### src/rtl/sidechain_envelope_detector_assert.svh
// Assertion macros for the sidechain envelope detector.
// Included by the top level; no other dependencies.
`ifndef SIDECHAIN_ENVELOPE_DETECTOR_ASSERT_SVH
`define SIDECHAIN_ENVELOPE_DETECTOR_ASSERT_SVH

// same-cycle implication
`define SED_ASSERT_IMPLY(name, clk, rst, ante, cons) \
   name: assert property (@(posedge clk) disable iff (rst) (ante) |-> (cons)) \
      else $error("%m: same-cycle check failed");

// next-cycle implication
`define SED_ASSERT_NEXT(name, clk, rst, ante, cons) \
   name: assert property (@(posedge clk) disable iff (rst) (ante) |=> (cons)) \
      else $error("%m: next-cycle check failed");

`endif

### src/rtl/sed_pkg.sv
// Shared types and constants for the sidechain envelope detector.
// No dependencies.
package sed_pkg;

   localparam int SAMPLE_BITS        = 24;
   localparam int MAX_WINDOW_DEFAULT = 4096;
   localparam int GAIN_W             = 16;
   localparam int GAIN_FRAC          = 12;
   localparam int LEN_W              = 13;
   localparam int RCP_W              = 25;
   localparam int RCP_FRAC           = 24;
   localparam int COEFF_W            = 16;
   localparam int LP_FRAC            = 16;
   localparam int CSR_INDEX_W        = 3;
   localparam int CSR_DATA_W         = 25;

   localparam logic [1:0] CH_MONO   = 2'd1;
   localparam logic [1:0] CH_STEREO = 2'd2;

   localparam logic [2:0] SRC_LEFT    = 3'd0;
   localparam logic [2:0] SRC_RIGHT   = 3'd1;
   localparam logic [2:0] SRC_MID     = 3'd2;
   localparam logic [2:0] SRC_SIDE    = 3'd3;
   localparam logic [2:0] SRC_SMALLER = 3'd4;
   localparam logic [2:0] SRC_LARGER  = 3'd5;

   localparam logic [1:0] MODE_PEAK    = 2'd0;
   localparam logic [1:0] MODE_RMS     = 2'd1;
   localparam logic [1:0] MODE_LOWPASS = 2'd2;
   localparam logic [1:0] MODE_MEAN    = 2'd3;

   typedef enum logic [CSR_INDEX_W-1:0] {
      CSR_CHANNEL_COUNT     = 3'd0,
      CSR_MIDSIDE_LAYOUT    = 3'd1,
      CSR_SOURCE_SELECT     = 3'd2,
      CSR_DETECT_MODE       = 3'd3,
      CSR_PRE_GAIN          = 3'd4,
      CSR_WINDOW_LENGTH     = 3'd5,
      CSR_WINDOW_RECIPROCAL = 3'd6,
      CSR_LOWPASS_COEFF     = 3'd7
   } csr_index_type;

   typedef struct packed {
      logic [1:0]         channel_count;
      logic               midside_layout;
      logic [2:0]         source_select;
      logic [1:0]         detect_mode;
      logic [GAIN_W-1:0]  pre_gain;
      logic [LEN_W-1:0]   window_length;
      logic [RCP_W-1:0]   window_reciprocal;
      logic [COEFF_W-1:0] lowpass_coeff;
   } cfg_type;

   localparam cfg_type CFG_RESET = '{
      channel_count:     CH_STEREO,
      midside_layout:    1'b0,
      source_select:     SRC_MID,
      detect_mode:       MODE_RMS,
      pre_gain:          16'd4096,
      window_length:     13'd1,
      window_reciprocal: 25'd16777216,
      lowpass_coeff:     16'd19195
   };

   typedef struct packed {
      logic load_mag;
      logic load_gain;
   } front_ctl_type;

   typedef enum logic [3:0] {
      ST_IDLE,
      ST_GAIN,
      ST_WRITE,
      ST_SUM,
      ST_SQ_OLD,
      ST_SQ_NEW,
      ST_SQ_ADD,
      ST_SCALE_LO,
      ST_SCALE_HI,
      ST_SCALE_SUM,
      ST_FINISH,
      ST_ROOT,
      ST_LP_MUL,
      ST_LP_UPD,
      ST_DONE
   } state_type;

endpackage

### src/rtl/sed_isqrt.sv
// Iterative integer square root, one result bit per cycle.
// Depends on sed_pkg for the default width.
module sed_isqrt #(
   parameter int ROOT_W = sed_pkg::SAMPLE_BITS
) (
   input  logic                  clock,
   input  logic                  reset,
   input  logic                  start,
   input  logic [2*ROOT_W-1:0]   operand,
   output logic                  done,
   output logic [ROOT_W-1:0]     root
);
   import sed_pkg::*;

   localparam int CNT_W = $clog2(ROOT_W);

   logic [2*ROOT_W-1:0] rad_ff;
   logic [ROOT_W+1:0]   rem_ff;
   logic [ROOT_W-1:0]   root_ff;
   logic [CNT_W-1:0]    cnt_ff;
   logic                busy_ff, done_ff;
   logic [ROOT_W+3:0]   rem_x, trial, rem_sub;
   logic                take;

   assign rem_x   = {rem_ff, rad_ff[2*ROOT_W-1 -: 2]};
   assign trial   = {2'b00, root_ff, 2'b01};
   assign take    = (rem_x >= trial);
   assign rem_sub = rem_x - trial;

   always_ff @(posedge clock) begin
      if (reset) begin
         busy_ff <= 1'b0;
         done_ff <= 1'b0;
         cnt_ff  <= '0;
      end else begin
         done_ff <= busy_ff && (cnt_ff == '0);
         if (start) begin
            busy_ff <= 1'b1;
            cnt_ff  <= CNT_W'(ROOT_W - 1);
         end else if (busy_ff) begin
            cnt_ff <= cnt_ff - 1'b1;
            if (cnt_ff == '0) begin
               busy_ff <= 1'b0;
            end
         end
      end
   end

   always_ff @(posedge clock) begin
      if (start) begin
         rad_ff  <= operand;
         rem_ff  <= '0;
         root_ff <= '0;
      end else if (busy_ff) begin
         rad_ff  <= rad_ff << 2;
         rem_ff  <= take ? rem_sub[ROOT_W+1:0] : rem_x[ROOT_W+1:0];
         root_ff <= {root_ff[ROOT_W-2:0], take};
      end
   end

   assign done = done_ff;
   assign root = root_ff;

endmodule
### config.mk
export PLATFORM = sky130hd
export DESIGN_NAME = sed_isqrt
export DESIGN_NICKNAME = d
export VERILOG_FILES = /design/src/rtl/sidechain_envelope_detector_assert.svh /design/src/rtl/sed_pkg.sv /design/src/rtl/sed_isqrt.sv
export SDC_FILE = /design/constraint.sdc
export NUM_CORES = 1
export LEC_CHECK = 0
export ABC_CLOCK_PERIOD_IN_PS = 5250
export BUFFER_PORTS_ARGS = -buffer_cell sky130_fd_sc_hd__buf_2
export CORE_ASPECT_RATIO = 0.9
export CORE_MARGIN = 5
export CORE_UTILIZATION = 50
export CTS_BUF_LIST = sky130_fd_sc_hd__clkbuf_16
export DETAILED_ROUTE_END_ITERATION = 7
export PLACE_DENSITY = 0.7
export SETUP_SLACK_MARGIN = 0.4
export SYNTH_ARGS = -nofsm -noshare
export SYNTH_HDL_FRONTEND = slang
export SYNTH_SLANG_ARGS = --single-unit
### constraint.sdc
create_clock -name clock -period 5.25 [get_ports clock]
set_input_delay 0.2625 -clock clock [delete_from_list [all_inputs] [get_ports clock]]
set_output_delay 0.2625 -clock clock [all_outputs]
set_load 0.03 [all_outputs]
==> results by group, run 1 <==
Logic synthesis
  • Yosys reg bits: 105
  • Syn Inst Count: 594
  • Synth unique cells: 60
  • Synth top area share: 24.2%
  • Post-synthesis sequential area ratio: 43.3%
  • Dominant cell type by area after synthesis: edfxtp_1
  • Synthesis warning total: 0
  • Post-synth EDFFs: 48
  • Main flop type after synthesis: dfxtp_1
  • Synthesized area: 0.00597 mm²
  • Synth top area cells: edfxtp_1 (24%), dfxtp_1 (19%), mux2_2 (8.7%)
  • Mapped Nets: 673
  • Avg Cell Area, Syn: 10.0 µm²
  • Async SR Flop Fraction: 0%

GRT
  • Busiest grt layer: met2
  • First-pass GRT wire length: 20,900 µm
  • Number of global-route vias before repair: 4,381
  • Initial antenna violation count: 0
  • GRT met3 Usage: 4.92%
  • Met1 Track Usage GR: 23.4%
  • Total GRT Usage: 17.6%
  • Grt ovf: 0
  • Met2 Use GR: 28.5%
  • Pin count of the biggest net entering global routing: 60

Setup path
  • CP Capture Type: register
  • Internal reg-to-reg setup slack: 1.92 ns
  • R2R depth: 6
  • Worst setup startpoint: root[23]
  • End point of the critical path: rem_ff[5]
  • Worst Setup Path Type: reg2reg
  • WP data required: 5.50 ns
  • Crit-path max FO: 26
  • Worst EP arrival: 3.58 ns
  • Setup crit start kind: register
  • Reg2Reg Capture Point: rem_ff[5]
  • Worst r2r src: root[23]

Clock tree
  • Clock slew at reported path FFs: 0.07 ns
  • Hold Buf Count CTS: 0
  • CTS buffer count: 9
  • H-tree depth: 3
  • CTS sink count: 105
  • Root Buffer: clkbuf_16
  • Max Buffers Root-to-Sink: 2
  • Setup bufs post-CTS: 0
  • Later-pin clock latency in the skew report: 0.35 ns
  • TritonCTS clock tree: yes
  • Post-CTS Resized: 0

Worst hold path
  • Hold crit path type: in2reg

Route
  • Drt pass-1 iters: 5
  • Via count: 4,523
  • Via density: 5.58
  • Post-route antenna net violation count: 0
  • DRT iter0 DRCs: 323
  • DRC violations left: 0
  • Post-Route WL: 12,600 µm
  • Routed WL per cell: 15.5 µm

Flow run
  • Max-Cap Viols: 0

Power and ir drop
  • Static leakage: 2.67 nW
  • Peak supply drop: 0.277 mV
  • Pwr/cell area: 503 mW/mm²
  • Total design power: 3.35 mW

STA
  • Final setup vio count: 0
  • Slew Viols, Final: 0
  • Hold Vio Cnt, Final: 0
  • RSZ-0062 raised after global routing: false
  • Layout Skew: 0.00878 ns
  • Fin crit period: 3.33 ns
  • Relative slew slack: 26.7%
  • Fmax: 300 MHz
  • Setup TNS: 0 ns
  • Final worst-path cycle share: 63.5%
  • Worst slew pin tran: 1.10 ns

Placed design
  • Gpl congestion: 0.890
  • Post-DP HPWL: 8740 µm
  • Count of input and output buffers: 75

Die
  • Die area: 0.0142 mm²
  • IO Pins: 76
  • Row Count: 37
  • Starting Density: 51.5%
  • Core area: 0.0116 mm²
  • Die X: 125 µm
  • Die Height: 114 µm

Layout
  • Final nets: 728
  • Fillers: 1,044
  • Area Overhead vs Synth: 11.8%
  • Ratio of cells with drive above 1 in the final layout: 24.8%
  • ANT cells: 0

Outcome
  • Run status: finished clean
==> sequential cells by signal (all words and copies together), names as in the netlist <==
register,flops
rad_ff,48
rem_ff,26
root,24
cnt_ff,5
busy_ff,1
done,1
==> report_power, final <==
part | switching, mW | internal, mW | total (mW)
registers | 0.0740 | 0.970 | 1.04
clock network | 0.309 | 0.326 | 0.635
logic | 0.994 | 0.679 | 1.67
==> area by class of cell <==
class	instances	area [µm²]	share of cell area (%)
multi-input combinational	420	3080	46.2
clock buffer	9	225	3.38
inverter	36	135	2.03
sequential	105	2580	38.8
timing repair buffer	77	393	5.89
clock inverter	7	53.8	0.807
tap	156	195	2.93
==> worst min path at each step <==
stage | startpoint | endpoint | slack [ns] | cells after the start
after detailed placement | rem_ff[25] | rem_ff[25] | 0.49 | 2
after global placement | rem_ff[25] | rem_ff[25] | 0.48 | 2
after CTS | reset | cnt_ff[4] | 0.14 | 2
after global routing | reset | cnt_ff[2] | 0.16 | 2
after floorplan | reset | busy_ff | 0.33 | 1
final | reset | cnt_ff[4] | 0.16 | 2
==> cells by family (layout without fill, tap and decap cells) <==
group           Yosys count  in the layout  synth area share (%)
fa+ha+maj                28             28                  5.87
mux                      71             71                  12.9
compound gates          121            121                  16.1
flops                   105            105                  43.3
buf+inv                  69            129                  5.05
xor+xnor                 23             23                  3.38
simple gates            177            177                  13.4
==> Yosys cell counts, types with 3 or more instances <==
master and n:
nor2_1 76, dfxtp_1 57, edfxtp_1 48, nand2_1 48
mux2_2 46, inv_1 36, a21oi_1 28, ha_1 28
mux2i_1 25, o21ai_0 21, clkbuf_1 15, xnor2_1 15
nor3b_1 9, a311oi_2 8, nor3_1 8, xor2_1 8
a311oi_1 7, buf_2 7, nand3_1 7, a211oi_1 6
a21o_1 6, a31oi_1 6, buf_1 6, nand2b_1 6
and2_1 5, nand4_1 5, and3_1 4, buf_6 4
a31o_2 3, o211ai_1 3, o21a_1 3, o31ai_1 3
==> metal layers <==
| metal | part of all wire [%] | routed length, µm |
|---|---|---|
| met4 | 0.76 | 96 |
| met5 | 0 | 0 |
| met2 | 48 | 6020 |
| met1 | 46 | 5760 |
| met3 | 5.6 | 708 |
==> stage by stage <==
stage | util, % | area, µm² | worst slack, ns | hold slack [ns] | cells
finish | 57.6 | 6670 | 1.92 | 0.159 | 810
floorplan | - | 5970 | 2.56 | 0.335 | 594
CTS | 57.6 | 6670 | 1.90 | 0.144 | 810
global placement | 55.2 | 6390 | 2.15 | 0.478 | 794
global route | 57.6 | 6670 | 1.60 | 0.165 | 810
detailed placement | 55.2 | 6390 | 1.91 | 0.492 | 794
==> cell usage in the layout (no fill, tap or decap), drive strengths merged, types with 9 or more instances in the layout <==
cell type and instances:
a21oi 28, a311oi 15, buf 77, clkbuf 9
dfxtp 57, edfxtp 48, ha 28, inv 40
mux2 46, mux2i 25, nand2 49, nor2 76
nor3b 9, o21ai 22, xnor2 15
==> worst max-delay path: stages (launching register included) <==
cell	delay, ns
dfxtp_1	0.36
inv_1	0.08
ha_1	0.41
a2111oi_1	0.99
and2_1	0.93
nor2_1	0.13
o32ai_1	0.32
(Power assumes the default switching activity.)
==> inputs of run 2 (changes only) <==
ABC_CLOCK_PERIOD_IN_PS = 3200   (was 5250)
clock period = 3.2 ns   (was 5.25 ns; I/O delays follow)
==> run 2 against run 1 <==
Combinational power rose by 85%; first-iteration DRC count fell by 23%; clock skew is 0.00099 ns higher; critical path type unchanged; largest power group unchanged; highest routed layer unchanged.
==> results by group, run 2 (synthesis gave the netlist of run 1 again) <==
Setup path
  • CP Capture Type: register (unchanged)
  • WP data required: 3.45 ns (was 5.50 ns)
  • WP depth: 10 (was 6)
  • Buffer and inverter count on the worst path: 2 (was 1)
  • CP max-delay cell: dfxtp_1 (was a2111oi_1)
  • Worst Setup Path Type: reg2reg (unchanged)
  • CP peak stage delay: 0.38 ns (was 0.99 ns)
  • Reg2Reg Capture Point: rem_ff[1] (was rem_ff[5])
  • R2R depth: 10 (was 6)
  • Worst r2r src: root[1] (was root[23])
  • Setup crit start kind: register (unchanged)
  • Cell family with most CP delay: compound AO/OA/AOI/OAI gates (unchanged)
  • Worst setup startpoint: root[1] (was root[23])
  • Crit-path max FO: 12 (was 26)
  • Crit-path cells: inv_1 > ha_1 > o21ai_0 > o21bai_2 > a2111oi_4 > o311ai_4 > and2_4 > buf_4 > nand2_1 > a31o_2 (was inv_1 > ha_1 > a2111oi_1 > and2_1 > nor2_1 > o32ai_1)
  • End point of the critical path: rem_ff[1] (was rem_ff[5])
  • Internal reg-to-reg setup slack: 0.51 ns (was 1.92 ns)
  • Worst EP arrival: 2.94 ns (was 3.58 ns)

GRT
  • Pin count of the biggest net entering global routing: 48 (was 60)
  • Number of global-route vias before repair: 4,337 (was 4,381)
  • Grt ovf: 0 (unchanged)
  • Initial antenna violation count: 0 (unchanged)
  • First-pass GRT wire length: 20,800 µm (was 20,900 µm)
  • Total GRT Usage: 17.6% (about the same)

Clock tree
  • CTS sink count: 105 (unchanged)
  • CTS buffer count: 9 (unchanged)
  • Later-pin clock latency in the skew report: 0.35 ns (about the same)
  • Clock slew at reported path FFs: 0.07 ns (about the same)
  • TritonCTS clock tree: yes (unchanged)
  • H-tree depth: 3 (unchanged)
  • Root Buffer: clkbuf_16 (unchanged)
  • Max Buffers Root-to-Sink: 2 (unchanged)
  • Hold Buf Count CTS: 0 (unchanged)

Power and ir drop
  • Pwr/cell area: 869 mW/mm² (was 503 mW/mm²)
  • Total design power: 5.98 mW (was 3.35 mW)
  • Static leakage: 2.76 nW (was 2.67 nW)
  • Peak supply drop: 0.548 mV (was 0.277 mV)

Placed design
  • Placed Instances: 803 (was 794)
  • Post-DP HPWL: 9020 µm (was 8740 µm)
  • Count of input and output buffers: 75 (unchanged)
  • Gpl congestion: 0.851 (was 0.890)

Layout
  • Ratio of cells with drive above 1 in the final layout: 28.2% (was 24.8%)
  • Final nets: 740 (was 728)
  • Number of flip-flops under the largest register name: 48 (unchanged)
  • Commonest non-fill, non-tap cell in the layout: nor2_1 (unchanged)
  • Final core utilization: 59.4% (was 57.6%)
  • Area Overhead vs Synth: 15.3% (was 11.8%)
  • Non-filler cells, final: 822 (was 810)
  • Most frequent cells in the layout: nor2_1 (76), buf_2 (74), dfxtp_1 (56), nand2_1 (48), edfxtp_1 (48) (unchanged)
  • ANT cells: 0 (unchanged)
  • Largest reg by FF count: rad_ff (unchanged)

STA
  • Relative slew slack: 64.0% (was 26.7%)
  • Fmax: 372 MHz (was 300 MHz)
  • Setup TNS: 0 ns (unchanged)
  • RSZ-0062 raised after global routing: false (unchanged)
  • Worst slew pin tran: 0.540 ns (was 1.10 ns)
  • Final setup vio count: 0 (unchanged)
  • Fin crit period: 2.69 ns (was 3.33 ns)
  • Layout Skew: 0.00977 ns (was 0.00878 ns)
  • Final worst-path cycle share: 84.0% (was 63.5%)
  • Hold slack: 0.0616 ns (was 0.159 ns)
  • Slew Viols, Final: 0 (unchanged)
  • Hold Vio Cnt, Final: 0 (unchanged)

Outcome
  • Run status: finished clean (unchanged)

Flow run
  • Max-Cap Viols: 0 (unchanged)

Route
  • Post-route antenna net violation count: 0 (unchanged)
  • DRT iter0 DRCs: 249 (was 323)
  • Routed WL per cell: 15.2 µm (was 15.5 µm)
  • Drt pass-1 iters: 4 (was 5)
  • Via count: 4,457 (was 4,523)
  • DRC violations left: 0 (unchanged)
  • Via density: 5.42 (was 5.58)
  • Post-Route WL: 12,500 µm (was 12,600 µm)

Die
  • Core area: 0.0116 mm² (unchanged)
  • Die X: 125 µm (unchanged)
  • Die area: 0.0142 mm² (unchanged)
  • Starting Density: 51.5% (unchanged)
  • IO Pins: 76 (unchanged)
  • Row Count: 37 (unchanged)
  • Die Height: 114 µm (unchanged)

Worst hold path
  • Hold crit path type: in2reg (unchanged)
  • Hold Path Depth: 2 (unchanged)
-- run 2: cell count changes in the layout (fill, tap and decap cells not counted), sizes merged --
cell / before / now
buf: 77 / 89
bufinv: 0 / 2
clkinvlp: 2 / 0
-- run 2: repair_timing --
action	4_1_cts	5_1_grt
endpoints found under the setup margin	0	26
buffers inserted	0	3
hold endpoints to repair	0	0
resized for setup	0	17
-- run 2: worst min-delay path by stage --
stage	startpoint	to	slack, ns
2_1_floorplan	reset	busy_ff	0.23
3_3_place_gp	reset	busy_ff	0.41
3_5_place_dp	reset	busy_ff	0.42
4_1_cts	reset	busy_ff	0.04
5_1_grt	reset	cnt_ff[3]	0.07
6_report	reset	busy_ff	0.06
-- run 2: cell type report --
| cell class | count | area, µm² |
|---|---|---|
| fill | 1026 | 4690 |
| clock inverter | 7 | 93.8 |
| tap | 156 | 195 |
| timing repair buffer | 89 | 508 |
| clock buffer | 9 | 225 |
| multi-input combinational | 420 | 3140 |
| sequential | 105 | 2580 |
| inverter | 36 | 135 |
-- run 2: layer usage --
layer,wire (µm),GRT usage [%],vias up
met5,0,0,-
met4,125,4.91,0
met3,498,4.78,10
met2,5970,29.2,70
met1,5860,22.9,2108
li1,-,-,2269
-- run 2: power by group --
part / switching [mW] / total [mW] / internal [mW] / leakage, nW
clock network: 0.493 / 1.18 / 0.687 / 0.163
registers: 0.114 / 1.71 / 1.59 / 0.949
logic: 1.71 / 3.09 / 1.38 / 1.65
-- run 2: per-stage QoR --
| stage | worst slack (ns) | cell area [µm²] |
|---|---|---|
| CTS | 0.403 | 6790 |
| global placement | 0.546 | 6470 |
| detailed placement | 0.410 | 6470 |
| floorplan | 0.512 | 5970 |
| finish | 0.512 | 6880 |
| global route | 0.402 | 6880 |
