File: src/rtl/sidechain_envelope_detector_assert.svh
// Assertion macros for the sidechain envelope detector.
// Included by the top level; no other dependencies.
`ifndef SIDECHAIN_ENVELOPE_DETECTOR_ASSERT_SVH
`define SIDECHAIN_ENVELOPE_DETECTOR_ASSERT_SVH

// same-cycle implication
`define SED_ASSERT_IMPLY(name, clk, rst, ante, cons) \
   name: assert property (@(posedge clk) disable iff (rst) (ante) |-> (cons)) \
      else $error("%m: same-cycle check failed");

// next-cycle implication
`define SED_ASSERT_NEXT(name, clk, rst, ante, cons) \
   name: assert property (@(posedge clk) disable iff (rst) (ante) |=> (cons)) \
      else $error("%m: next-cycle check failed");

`endif

File: src/rtl/sed_pkg.sv
// Shared types and constants for the sidechain envelope detector.
// No dependencies.
package sed_pkg;

   localparam int SAMPLE_BITS        = 24;
   localparam int MAX_WINDOW_DEFAULT = 4096;
   localparam int GAIN_W             = 16;
   localparam int GAIN_FRAC          = 12;
   localparam int LEN_W              = 13;
   localparam int RCP_W              = 25;
   localparam int RCP_FRAC           = 24;
   localparam int COEFF_W            = 16;
   localparam int LP_FRAC            = 16;
   localparam int CSR_INDEX_W        = 3;
   localparam int CSR_DATA_W         = 25;

   localparam logic [1:0] CH_MONO   = 2'd1;
   localparam logic [1:0] CH_STEREO = 2'd2;

   localparam logic [2:0] SRC_LEFT    = 3'd0;
   localparam logic [2:0] SRC_RIGHT   = 3'd1;
   localparam logic [2:0] SRC_MID     = 3'd2;
   localparam logic [2:0] SRC_SIDE    = 3'd3;
   localparam logic [2:0] SRC_SMALLER = 3'd4;
   localparam logic [2:0] SRC_LARGER  = 3'd5;

   localparam logic [1:0] MODE_PEAK    = 2'd0;
   localparam logic [1:0] MODE_RMS     = 2'd1;
   localparam logic [1:0] MODE_LOWPASS = 2'd2;
   localparam logic [1:0] MODE_MEAN    = 2'd3;

   typedef enum logic [CSR_INDEX_W-1:0] {
      CSR_CHANNEL_COUNT     = 3'd0,
      CSR_MIDSIDE_LAYOUT    = 3'd1,
      CSR_SOURCE_SELECT     = 3'd2,
      CSR_DETECT_MODE       = 3'd3,
      CSR_PRE_GAIN          = 3'd4,
      CSR_WINDOW_LENGTH     = 3'd5,
      CSR_WINDOW_RECIPROCAL = 3'd6,
      CSR_LOWPASS_COEFF     = 3'd7
   } csr_index_type;

   typedef struct packed {
      logic [1:0]         channel_count;
      logic               midside_layout;
      logic [2:0]         source_select;
      logic [1:0]         detect_mode;
      logic [GAIN_W-1:0]  pre_gain;
      logic [LEN_W-1:0]   window_length;
      logic [RCP_W-1:0]   window_reciprocal;
      logic [COEFF_W-1:0] lowpass_coeff;
   } cfg_type;

   localparam cfg_type CFG_RESET = '{
      channel_count:     CH_STEREO,
      midside_layout:    1'b0,
      source_select:     SRC_MID,
      detect_mode:       MODE_RMS,
      pre_gain:          16'd4096,
      window_length:     13'd1,
      window_reciprocal: 25'd16777216,
      lowpass_coeff:     16'd19195
   };

   typedef struct packed {
      logic load_mag;
      logic load_gain;
   } front_ctl_type;

   typedef enum logic [3:0] {
      ST_IDLE,
      ST_GAIN,
      ST_WRITE,
      ST_SUM,
      ST_SQ_OLD,
      ST_SQ_NEW,
      ST_SQ_ADD,
      ST_SCALE_LO,
      ST_SCALE_HI,
      ST_SCALE_SUM,
      ST_FINISH,
      ST_ROOT,
      ST_LP_MUL,
      ST_LP_UPD,
      ST_DONE
   } state_type;

endpackage

File: src/rtl/sed_front.sv
// Detector front end: source selection, magnitude, Q4.12 gain with saturation.
// Depends on sed_pkg.
module sed_front (
   input  logic                                 clock,
   input  sed_pkg::front_ctl_type               ctl,
   input  sed_pkg::cfg_type                     cfg,
   input  logic signed [sed_pkg::SAMPLE_BITS-1:0] in_a,
   input  logic signed [sed_pkg::SAMPLE_BITS-1:0] in_b,
   output logic [sed_pkg::SAMPLE_BITS-1:0]      gain_value
);
   import sed_pkg::*;

   localparam int MW = SAMPLE_BITS + 1;
   localparam int PW = MW + GAIN_W;

   logic signed [MW-1:0] a_x, b_x, sum_s, dif_s;
   logic [MW-1:0]        mag_a, mag_b, mag_sum, mag_dif, mag_sel;
   logic [MW-1:0]        mag_ff;
   logic [PW-1:0]        gain_prod;
   logic [SAMPLE_BITS-1:0] gain_sat;
   logic [SAMPLE_BITS-1:0] gain_ff;

   assign a_x   = {in_a[SAMPLE_BITS-1], in_a};
   assign b_x   = {in_b[SAMPLE_BITS-1], in_b};
   assign sum_s = a_x + b_x;
   assign dif_s = a_x - b_x;

   // two's complement negate; the full-scale sum reads back as 2^SAMPLE_BITS
   assign mag_a   = a_x[MW-1]   ? (~a_x + 1'b1)   : a_x;
   assign mag_b   = b_x[MW-1]   ? (~b_x + 1'b1)   : b_x;
   assign mag_sum = sum_s[MW-1] ? (~sum_s + 1'b1) : sum_s;
   assign mag_dif = dif_s[MW-1] ? (~dif_s + 1'b1) : dif_s;

   always_comb begin
      if (cfg.channel_count == CH_MONO) begin
         mag_sel = mag_a;
      end else if (cfg.midside_layout) begin
         case (cfg.source_select)
            SRC_LEFT:    mag_sel = mag_sum;
            SRC_RIGHT:   mag_sel = mag_dif;
            SRC_SIDE:    mag_sel = mag_b;
            SRC_SMALLER: mag_sel = (mag_sum < mag_dif) ? mag_sum : mag_dif;
            SRC_LARGER:  mag_sel = (mag_sum > mag_dif) ? mag_sum : mag_dif;
            default:     mag_sel = mag_a;
         endcase
      end else begin
         case (cfg.source_select)
            SRC_LEFT:    mag_sel = mag_a;
            SRC_RIGHT:   mag_sel = mag_b;
            SRC_SIDE:    mag_sel = mag_dif >> 1;
            SRC_SMALLER: mag_sel = (mag_a < mag_b) ? mag_a : mag_b;
            SRC_LARGER:  mag_sel = (mag_a > mag_b) ? mag_a : mag_b;
            default:     mag_sel = mag_sum >> 1;
         endcase
      end
   end

   assign gain_prod = PW'(mag_ff) * PW'(cfg.pre_gain);
   assign gain_sat  = (|gain_prod[PW-1:GAIN_FRAC+SAMPLE_BITS]) ? '1
                    : gain_prod[GAIN_FRAC+SAMPLE_BITS-1:GAIN_FRAC];

   always_ff @(posedge clock) begin
      if (ctl.load_mag) begin
         mag_ff <= mag_sel;
      end
      if (ctl.load_gain) begin
         gain_ff <= gain_sat;
      end
   end

   assign gain_value = gain_ff;

endmodule

File: config.mk
export PLATFORM = sky130hd
export DESIGN_NAME = sed_front
export DESIGN_NICKNAME = d
export VERILOG_FILES = /design/src/rtl/sidechain_envelope_detector_assert.svh /design/src/rtl/sed_pkg.sv /design/src/rtl/sed_front.sv
export SDC_FILE = /design/constraint.sdc
export NUM_CORES = 1
export LEC_CHECK = 0
export BUFFER_PORTS_ARGS = -buffer_cell sky130_fd_sc_hd__buf_2
export CORE_ASPECT_RATIO = 1.5
export CORE_UTILIZATION = 40
export CTS_BUF_LIST = sky130_fd_sc_hd__clkbuf_8
export DETAILED_ROUTE_END_ITERATION = 10
export REMOVE_ABC_BUFFERS = 1
export SETUP_SLACK_MARGIN = 0.02
export SLEW_MARGIN = 20
export SYNTH_ARGS = -nofsm -noshare
export SYNTH_HDL_FRONTEND = slang
export SYNTH_SLANG_ARGS = --single-unit
File: constraint.sdc
create_clock -name clock -period 26.7 [get_ports clock]
set_input_delay 6.675 -clock clock [delete_from_list [all_inputs] [get_ports clock]]
set_output_delay 6.675 -clock clock [all_outputs]
set_load 0.05 [all_outputs]
==> results.toml, run 1 <==
[floorplan]
die_y_um = 291
floorplan.initialDensity_pct = 40.6
num_rows = 105
core-area_um2 = 54900
ios = 153
chipWidth_um = 195
die-area_um2 = 56700

[layout]
num_antenna_cells = 0
n_fill_cell = 5627
syn_to_final_growth_pct = 5.09
final_layout_size_suffix_gt1_share_pct = 6.41
design.final.nets = 3436
final-seq-area_um2 = 1470
total_area_of_multi_input_combinational_cells_um2 = 18600

[worst_setup_path]
worstSetupStartpointType = "primary input"
timing.critical_path.max_delay_family = "compound AO/OA/AOI/OAI gates"
critPathSlowestCell = "sky130_fd_sc_hd__ha_1"
arrival_ps = 14080
critical_path_peak_fanout = 21
worstPathRequired_ps = 26760
critical_path.n_buffers_inverters = 4
ff2ff_setup_slack_ps = 19030
setup.worst_path.class = "primary input to flip-flop"
worst_setup_path_end_kind = "flip-flop"
worst_path_largest_cell_delay_ps = 660

[clocking]
cts_tree = "yes"
cts_hold_repair.buffers = 0
cts_inserted_buffers = 5
clock_tree.buffer_depth = 2
postCtsSetupBuffers = 0
clock_latency_ps = 340
cts.repair.resized = 0
clock_tree.htree_level_count = 2
path_clk_slew_ps = 100
clock_tree.root_cell = "sky130_fd_sc_hd__clkbuf_8"
clock_sinks = 49

[sta]
worst_pin_slew_ps = 1210
fin_crit_ps = 14020
hold_ws_ps = 2000
timing_max_transition_violations_final = 0
clock-skew-final_ps = 13.6
fmax_mhz = 71.3
slew_headroom_pct = 18.6
timing.final.setup_violations = 0
setup-tns-final_ps = 0
rsz0062_at_grt = "false"
final_min_period_over_clock_period_pct = 52.5
setup_ws_ps = 12680
hold_viol_final = 0

[yosys]
syn_area_um2 = 22300
syn-instance-count = 2774
async_reset_ff_share_pct = 0
post_synth_num_cell_types = 97
synthesis.area_per_instance_um2 = 8.04
yosys_most_used_dff = "sky130_fd_sc_hd__edfxtp_1"
yosysWarnings = 0
synth-edff-count = 49
number_of_storage_elements_in_the_synthesis_netlist = 49
portion_of_the_post_synthesis_area_used_by_sequential_elements_pct = 6.60

[flow_run]
cap_viol_max_count = 0

[global_route]
initial_antenna_violation_count = 3
grt.overflow.total = 0
grt_start_max_net_pins = 47
first_global_vias = 21400
global_route.usage.total_pct = 27.3
grt_first_pass_wirelength_mm = 119

[routing]
dr.pass1.iters = 5
first_iter_violations = 1032
mean_number_of_vias_per_cell = 5.84
drtAntennaViolNets = 0
drt_drc_violations_left = 0
num_vias = 20300
finalWirelength_mm = 77.6
routedWlPerCell_um = 22.3

[placement]
hpwl_mm = 61.8
portBuffers = 96
gp_congestion = 0.968
dp_worst_setup_slack_ps = 12440

[min_path]
worst_hold_path_type = "flip-flop to flip-flop"

[run_status]
run_status = "finished, final reports clean"
cells by family after synthesis:
group	after synthesis	synth area share, %
buffers and inverters	579	9.97
flip-flops	49	6.60
AND/OR/NAND/NOR	890	20.2
multiplexers	10	0.466
AO/OA/AOI/OAI	578	16.9
XOR/XNOR	137	5.38
other	2	0.0337
adder cells (fa/ha/maj)	529	40.5
cell usage in the layout, fill, tap and decap left out, drive strengths merged, types with 9 or more instances in the layout:
cell,instances
o211ai,15
and2,185
fa,321
nand3,27
and3,14
nor2b,22
ha,208
o221ai,9
a21o,45
or3,22
edfxtp,49
xor2,43
a211oi,26
nor3,41
buf,120
nand4,23
o21ai,126
o22ai,36
o21bai,15
nor2,112
nor4,20
nand2,342
or2,12
o21a,14
a21oi,161
nand2b,48
inv,453
xnor2,94
a31oi,21
o31ai,16
registers in the layout (all words and copies together), names as in the netlist:
register / count
mag_ff: 25
gain_value: 24
per-layer routing:
| metal | part of all wire, % | vias up | track usage [%] |
|---|---|---|---|
| met4 | 8.0 | 4 | 19.8 |
| met1 | 34 | 10000 | 27.7 |
| met2 | 53 | 835 | 51.9 |
| met3 | 5.0 | 274 | 2.36 |
| li1 | - | 9117 | - |
| met5 | 0.035 | - | 0 |
stage by stage:
stage | cell area [um^2] | std cells | util, %
detailed placement | 23300 | 3466 | 42.5
finish | 23400 | 3474 | 42.7
floorplan | 21800 | 2651 | -
CTS | 23400 | 3474 | 42.7
global route | 23400 | 3474 | 42.7
global placement | 23300 | 3466 | 42.5
worst min-delay path, cell delays in order, from the launching register on:
cell	delay, ps
sky130_fd_sc_hd__edfxtp_1	790
sky130_fd_sc_hd__and2_1	220
sky130_fd_sc_hd__ha_1	140
sky130_fd_sc_hd__ha_1	180
sky130_fd_sc_hd__fa_1	180
sky130_fd_sc_hd__ha_1	180
sky130_fd_sc_hd__or3_1	120
sky130_fd_sc_hd__a21o_1	100
final timing paths:
kind,start,depth (start not counted),to
setup reg to reg,mag_ff[8],23,gain_value[15]
hold reg to reg,mag_ff[23],7,gain_value[16]
hold / removal,mag_ff[23],7,gain_value[16]
setup / recovery,in_b[9],25,mag_ff[23]
synth_stat cells, types with 45 or more instances:
library cell / instances / area share (%)
sky130_fd_sc_hd__fa_1: 321 / 29
sky130_fd_sc_hd__ha_1: 208 / 12
sky130_fd_sc_hd__nor2_1: 111 / 1.9
sky130_fd_sc_hd__nand2_1: 342 / 5.8
sky130_fd_sc_hd__nand2b_1: 48 / 1.3
sky130_fd_sc_hd__a21oi_1: 161 / 3.6
sky130_fd_sc_hd__a21o_1: 45 / 1.5
sky130_fd_sc_hd__xnor2_1: 94 / 3.7
sky130_fd_sc_hd__and2_1: 184 / 5.2
sky130_fd_sc_hd__inv_1: 449 / 7.6
sky130_fd_sc_hd__o21ai_0: 118 / 2.6
sky130_fd_sc_hd__clkbuf_1: 100 / 1.7
sky130_fd_sc_hd__edfxtp_1: 49 / 6.6
area by class of cell:
| cell class | instances | area share (%) |
|---|---|---|
| Timing Repair Buffer | 120 | 2.82 |
| Sequential cell | 49 | 6.28 |
| Clock buffer | 5 | 0.294 |
| Tap cell | 695 | 3.71 |
| Multi-Input combinational cell | 2146 | 79.4 |
| Inverter | 456 | 7.30 |
| Clock inverter | 3 | 0.160 |
Power of run 1 is left out: the tool's default activity adds up to more than one toggle a clock period on the data nets, which glitch-free logic cannot reach.
==> inputs of run 2 (changes only) <==
--- a/config.mk
+++ b/config.mk
@@ -5,6 +5,7 @@
 export SDC_FILE = /design/constraint.sdc
 export NUM_CORES = 1
 export LEC_CHECK = 0
+export ABC_AREA = 1
 export BUFFER_PORTS_ARGS = -buffer_cell sky130_fd_sc_hd__buf_2
 export CORE_ASPECT_RATIO = 1.5
 export CORE_UTILIZATION = 40
==> constraint.sdc (replaced) <==
create_clock -name clock -period 12.47 [get_ports clock]
set_input_delay 3.1175 -clock clock [delete_from_list [all_inputs] [get_ports clock]]
set_output_delay 3.1175 -clock clock [all_outputs]
set_load 0.05 [all_outputs]
==> results.toml, run 2 <==
[clocking]
cts_hold_repair.buffers = 0
postCtsSetupBuffers = 0
cts.repair.resized = 0
clock_tree.root_cell = "sky130_fd_sc_hd__clkbuf_8"
clock_sinks = 49
clock_latency_ps = 350
cts_inserted_buffers = 5
path_clk_slew_ps = 110
clock_tree.buffer_depth = 2
cts_tree = "yes"
clock_tree.htree_level_count = 2

[layout]
syn_to_final_growth_pct = 4.21
final_layout_size_suffix_gt1_share_pct = 6.34
largest-register = "mag_ff"
post_layout_nonfiller_instances = 4381
final_common_cell = "sky130_fd_sc_hd__nand2_1"
layout_common_cells = "sky130_fd_sc_hd__nand2_1 (970), sky130_fd_sc_hd__inv_1 (851), sky130_fd_sc_hd__fa_1 (321), sky130_fd_sc_hd__ha_1 (208), sky130_fd_sc_hd__nor2_1 (197)"
n_fill_cell = 6623
design.final.nets = 4253
largest_register_ffs = 25
stdcell_area_um2 = 25400

[sta]
slew_headroom_pct = 22.5
rsz0062_at_grt = "false"
clock-skew-final_ps = 19.8
worst_pin_slew_ps = 1160
timing.final.setup_violations = 0
setup-tns-final_ps = 0
fin_crit_ps = 9900
hold_viol_final = 0
final_min_period_over_clock_period_pct = 79.4
timing_max_transition_violations_final = 0
fmax_mhz = 101

[yosys]
yosys_most_used_dff = "sky130_fd_sc_hd__edfxtp_1"
number_of_storage_elements_in_the_synthesis_netlist = 49
syn-instance-count = 3634
syn_area_um2 = 24300
portion_of_the_post_synthesis_area_used_by_sequential_elements_pct = 6.05
synthesis.area_per_instance_um2 = 6.69
synth-edff-count = 49
netlist_top_cells_count = "sky130_fd_sc_hd__nand2_1 (970), sky130_fd_sc_hd__inv_1 (851), sky130_fd_sc_hd__fa_1 (321), sky130_fd_sc_hd__ha_1 (208), sky130_fd_sc_hd__nor2_1 (200)"
post_synth_num_cell_types = 59
synth.most_common_cell = "sky130_fd_sc_hd__nand2_1"
synth_top_area_share_pct = 26.4
leading_post_synthesis_cells_by_cell_area = "sky130_fd_sc_hd__fa_1 (26%), sky130_fd_sc_hd__nand2_1 (15%), sky130_fd_sc_hd__inv_1 (13%)"
async_reset_ff_share_pct = 0
post-synth-top-area-cell = "sky130_fd_sc_hd__fa_1"
yosysWarnings = 0

[floorplan]
core-area_um2 = 60000
num_rows = 110
chipWidth_um = 203
floorplan.initialDensity_pct = 40.5
die-area_um2 = 61800
die_y_um = 304
ios = 153

[worst_setup_path]
worst_flop_to_flop_path_startpoint = "mag_ff[12]"
worstSetupStartpointType = "primary input"
worst_setup_path_end_kind = "flip-flop"
timing.critical_path.max_delay_family = "adder cells"
worst_path_largest_cell_delay_ps = 530
setup.worst_path.class = "primary input to flip-flop"
critical_path.n_buffers_inverters = 8
critPathSlowestCell = "sky130_fd_sc_hd__fa_1"
ff2ff_setup_slack_ps = 4870
critical_path_peak_fanout = 25
arrival_ps = 9950
worst-r2r-cell-count = 28
critical_path.reg2reg.endpoint = "gain_value[23]"
worstPathRequired_ps = 12520

[min_path]
holdPathEnd = "gain_value[5]"
hold_path_startpoint = "mag_ff[0]"
worst_hold_path.num_cells = 10
worst_hold_path_type = "flip-flop to flip-flop"

[global_route]
grt_start_max_net_pins = 47
global_route.usage.total_pct = 25.6
first_global_vias = 23500
initial_antenna_violation_count = 2
grt.overflow.total = 0
grt_first_pass_wirelength_mm = 124

[routing]
dr.pass1.iters = 7
first_iter_violations = 1226
num_vias = 22800
drtAntennaViolNets = 0
routedWlPerCell_um = 17.7
mean_number_of_vias_per_cell = 5.20
drt_drc_violations_left = 0
finalWirelength_mm = 77.4

[run_status]
run_status = "finished, final reports clean"

[flow_run]
cap_viol_max_count = 0

[placement]
hpwl_mm = 64.0
placed_cells_incl_taps = 4372
portBuffers = 96
postPlaceCellArea_um2 = 25300
gp_congestion = 0.968
==> run 2: area by class of cell <==
type | instances | area [um^2] | area share, %
Multi-Input combinational cell | 2549 | 18900 | 74.5
Inverter | 873 | 3280 | 12.9
Sequential cell | 49 | 1470 | 5.80
Tap cell | 784 | 981 | 3.87
Timing Repair Buffer | 117 | 638 | 2.52
Clock buffer | 5 | 68.8 | 0.271
Clock inverter | 3 | 21.3 | 0.0839
Antenna cell | 1 | 2.50 | 0.00987
==> run 2: stage by stage <==
step / hold slack (ps) / util, % / setup WS, ps
floorplan: 1320 / - / 3180
global placement: 1930 / 42.1 / 2200
detailed placement: 1910 / 42.1 / 2140
CTS: 1960 / 42.2 / 2530
global route: 2130 / 42.2 / 2050
finish: 1930 / 42.2 / 2570
==> run 2: per-layer routing <==
layer  global-route usage (%)  part of all wire (%)  vias up
li1                         -                     -    11000
met1                     27.3                    37    10900
met2                     49.6                    54      665
met3                     2.01                   4.0      211
met4                     12.7                   5.4        2
met5                        0                 0.017        -
==> run 2: worst max path at each step <==
stage | from | endpoint | depth (start not counted)
6_report | cfg[56] | gain_value[23] | 29
5_1_grt | cfg[55] | gain_value[23] | 29
4_1_cts | cfg[58] | gain_value[23] | 29
3_5_place_dp | cfg[58] | gain_value[23] | 29
3_3_place_gp | cfg[61] | gain_value[21] | 27
2_1_floorplan | cfg[55] | gain_value[21] | 27
==> run 2: cells by family after synthesis <==
family                     after synthesis  synth area share [%]
and+or+nand+nor                       1477                  25.4
other                                    2                0.0309
buffers and inverters                 1036                  16.4
DFF                                     49                  6.05
AOI/OAI and AO/OA                      424                  10.7
xor gates and xnor gates               117                  4.32
adders and majority gates              529                  37.1
==> run 2: tightest hold or removal path: cells and delay by family, from the launching register on <==
| family | cells | cell delay (ps) |
|---|---|---|
| simple gates | 4 | 430 |
| flops | 1 | 740 |
| buf+inv | 2 | 130 |
| compound gates | 3 | 430 |
| xor+xnor | 1 | 90 |
Power of run 2 is left out for the same reason.
==> inputs of run 3 (changes only) <==
==> constraint.sdc (replaced) <==
create_clock -name clock -period 10.3 [get_ports clock]
set_input_delay 2.575 -clock clock [delete_from_list [all_inputs] [get_ports clock]]
set_output_delay 2.575 -clock clock [all_outputs]
set_load 0.05 [all_outputs]
==> results.toml, run 3 (synthesized netlist as in run 2, its figures left out) <==
[layout]
final_layout_size_suffix_gt1_share_pct = 6.99
n_fill_cell = 6588
syn_to_final_growth_pct = 4.99
layout_common_cells = "sky130_fd_sc_hd__nand2_1 (970), sky130_fd_sc_hd__inv_1 (851), sky130_fd_sc_hd__fa_1 (321), sky130_fd_sc_hd__ha_1 (208), sky130_fd_sc_hd__nor2_1 (197)"
design.final.nets = 4278
num_antenna_cells = 0
largest-register = "mag_ff"
final_common_cell = "sky130_fd_sc_hd__nand2_1"
largest_register_ffs = 25

[routing]
first_iter_violations = 1199
mean_number_of_vias_per_cell = 5.19
num_vias = 22900
dr.pass1.iters = 8
routedWlPerCell_um = 17.9
drtAntennaViolNets = 0
finalWirelength_mm = 78.7
drt_drc_violations_left = 0

[worst_setup_path]
critical_path.n_buffers_inverters = 9
worst_setup_path_end_kind = "flip-flop"
worstSetupStartpointType = "primary input"
worstPathRequired_ps = 10390
critPathSlowestCell = "sky130_fd_sc_hd__fa_1"
timing.critical_path.max_delay_family = "adder cells"
critical_path_peak_fanout = 25
worst-r2r-cell-count = 29
ff2ff_setup_slack_ps = 2980
arrival_ps = 9170
setup.worst_path.class = "primary input to flip-flop"
critical_path.reg2reg.endpoint = "gain_value[7]"
worst_path_largest_cell_delay_ps = 540
worst_flop_to_flop_path_startpoint = "mag_ff[10]"

[clocking]
cts_tree = "yes"
clock_latency_ps = 370
clock_tree.buffer_depth = 2
cts.repair.resized = 0
clock_tree.htree_level_count = 2
cts_hold_repair.buffers = 0
cts_inserted_buffers = 5
clock_sinks = 49
path_clk_slew_ps = 120
postCtsSetupBuffers = 0
clock_tree.root_cell = "sky130_fd_sc_hd__clkbuf_8"

[sta]
clock-skew-final_ps = 22.6
fin_crit_ps = 9080
timing_max_transition_violations_final = 0
timing.final.setup_violations = 0
slew_headroom_pct = 34.5
fmax_mhz = 110
final_min_period_over_clock_period_pct = 88.2
rsz0062_at_grt = "false"
worst_pin_slew_ps = 979
hold_viol_final = 0
setup-tns-final_ps = 0

[global_route]
global_route.usage.total_pct = 26.2
grt_first_pass_wirelength_mm = 126
grt.overflow.total = 0
first_global_vias = 23800
grt_start_max_net_pins = 48
initial_antenna_violation_count = 0

[min_path]
worst_hold_path_type = "flip-flop to flip-flop"
hold_path_startpoint = "mag_ff[0]"
worst_hold_path.num_cells = 10
holdPathEnd = "gain_value[5]"

[placement]
hpwl_mm = 65.8
gp_congestion = 0.969
portBuffers = 96

[floorplan]
ios = 153
floorplan.initialDensity_pct = 40.5
die_y_um = 304
core-area_um2 = 60000
num_rows = 110
die-area_um2 = 61800
chipWidth_um = 203

[flow_run]
cap_viol_max_count = 0

[run_status]
run_status = "finished, final reports clean"
==> run 3: cell type report <==
type	count	area (um^2)	area share [%]
clock buffer	5	68.8	0.269
clock inverter	3	26.3	0.103
inverter	873	3280	12.8
multi-input combinational	2549	18900	73.9
sequential	49	1470	5.76
tap	784	981	3.84
timing repair buffer	142	826	3.23
==> run 3: worst max path at each step <==
stage                  from  cells after the start              to  slack, ps
floorplan           cfg[55]                     27  gain_value[21]       1550
global placement    cfg[55]                     30  gain_value[23]        840
detailed placement  cfg[55]                     30  gain_value[23]        750
CTS                 cfg[55]                     30  gain_value[23]       1150
global route        cfg[55]                     30  gain_value[23]        730
finish              cfg[56]                     30   gain_value[7]       1220
==> run 3: stage by stage <==
stage / worst slack (ps) / utilization [%] / instances / instance area (um^2) / hold slack [ps]
CTS: 1150 / 42.6 / 4405 / 25500 / 1930
global route: 734 / 42.6 / 4405 / 25500 / 2060
global placement: 842 / 42.4 / 4397 / 25400 / 1880
finish: 1220 / 42.6 / 4405 / 25500 / 1920
detailed placement: 751 / 42.4 / 4397 / 25400 / 1890
floorplan: 1550 / - / 3471 / 23600 / 1320
==> run 3: worst min-delay path, stage by stage, from the launching register on <==
cell	delay [ps]
sky130_fd_sc_hd__edfxtp_1	770
sky130_fd_sc_hd__nand2_1	90
sky130_fd_sc_hd__nor3_1	190
sky130_fd_sc_hd__a21oi_1	100
sky130_fd_sc_hd__inv_1	50
sky130_fd_sc_hd__a21oi_1	110
sky130_fd_sc_hd__inv_1	90
sky130_fd_sc_hd__nand2_1	60
sky130_fd_sc_hd__o2111ai_1	200
sky130_fd_sc_hd__xnor2_1	100
sky130_fd_sc_hd__nand3_1	70
==> run 3: per-layer routing <==
metal | global-route usage [%] | routed length (um) | up-vias | part of all wire (%)
li1 | - | - | 11000 | -
met1 | 28.1 | 28900 | 10900 | 37
met2 | 49.5 | 41500 | 727 | 53
met3 | 1.41 | 2920 | 225 | 3.7
met4 | 16.2 | 5320 | 0 | 6.8
met5 | 0 | 0 | - | 0
Power of run 3 is left out for the same reason.
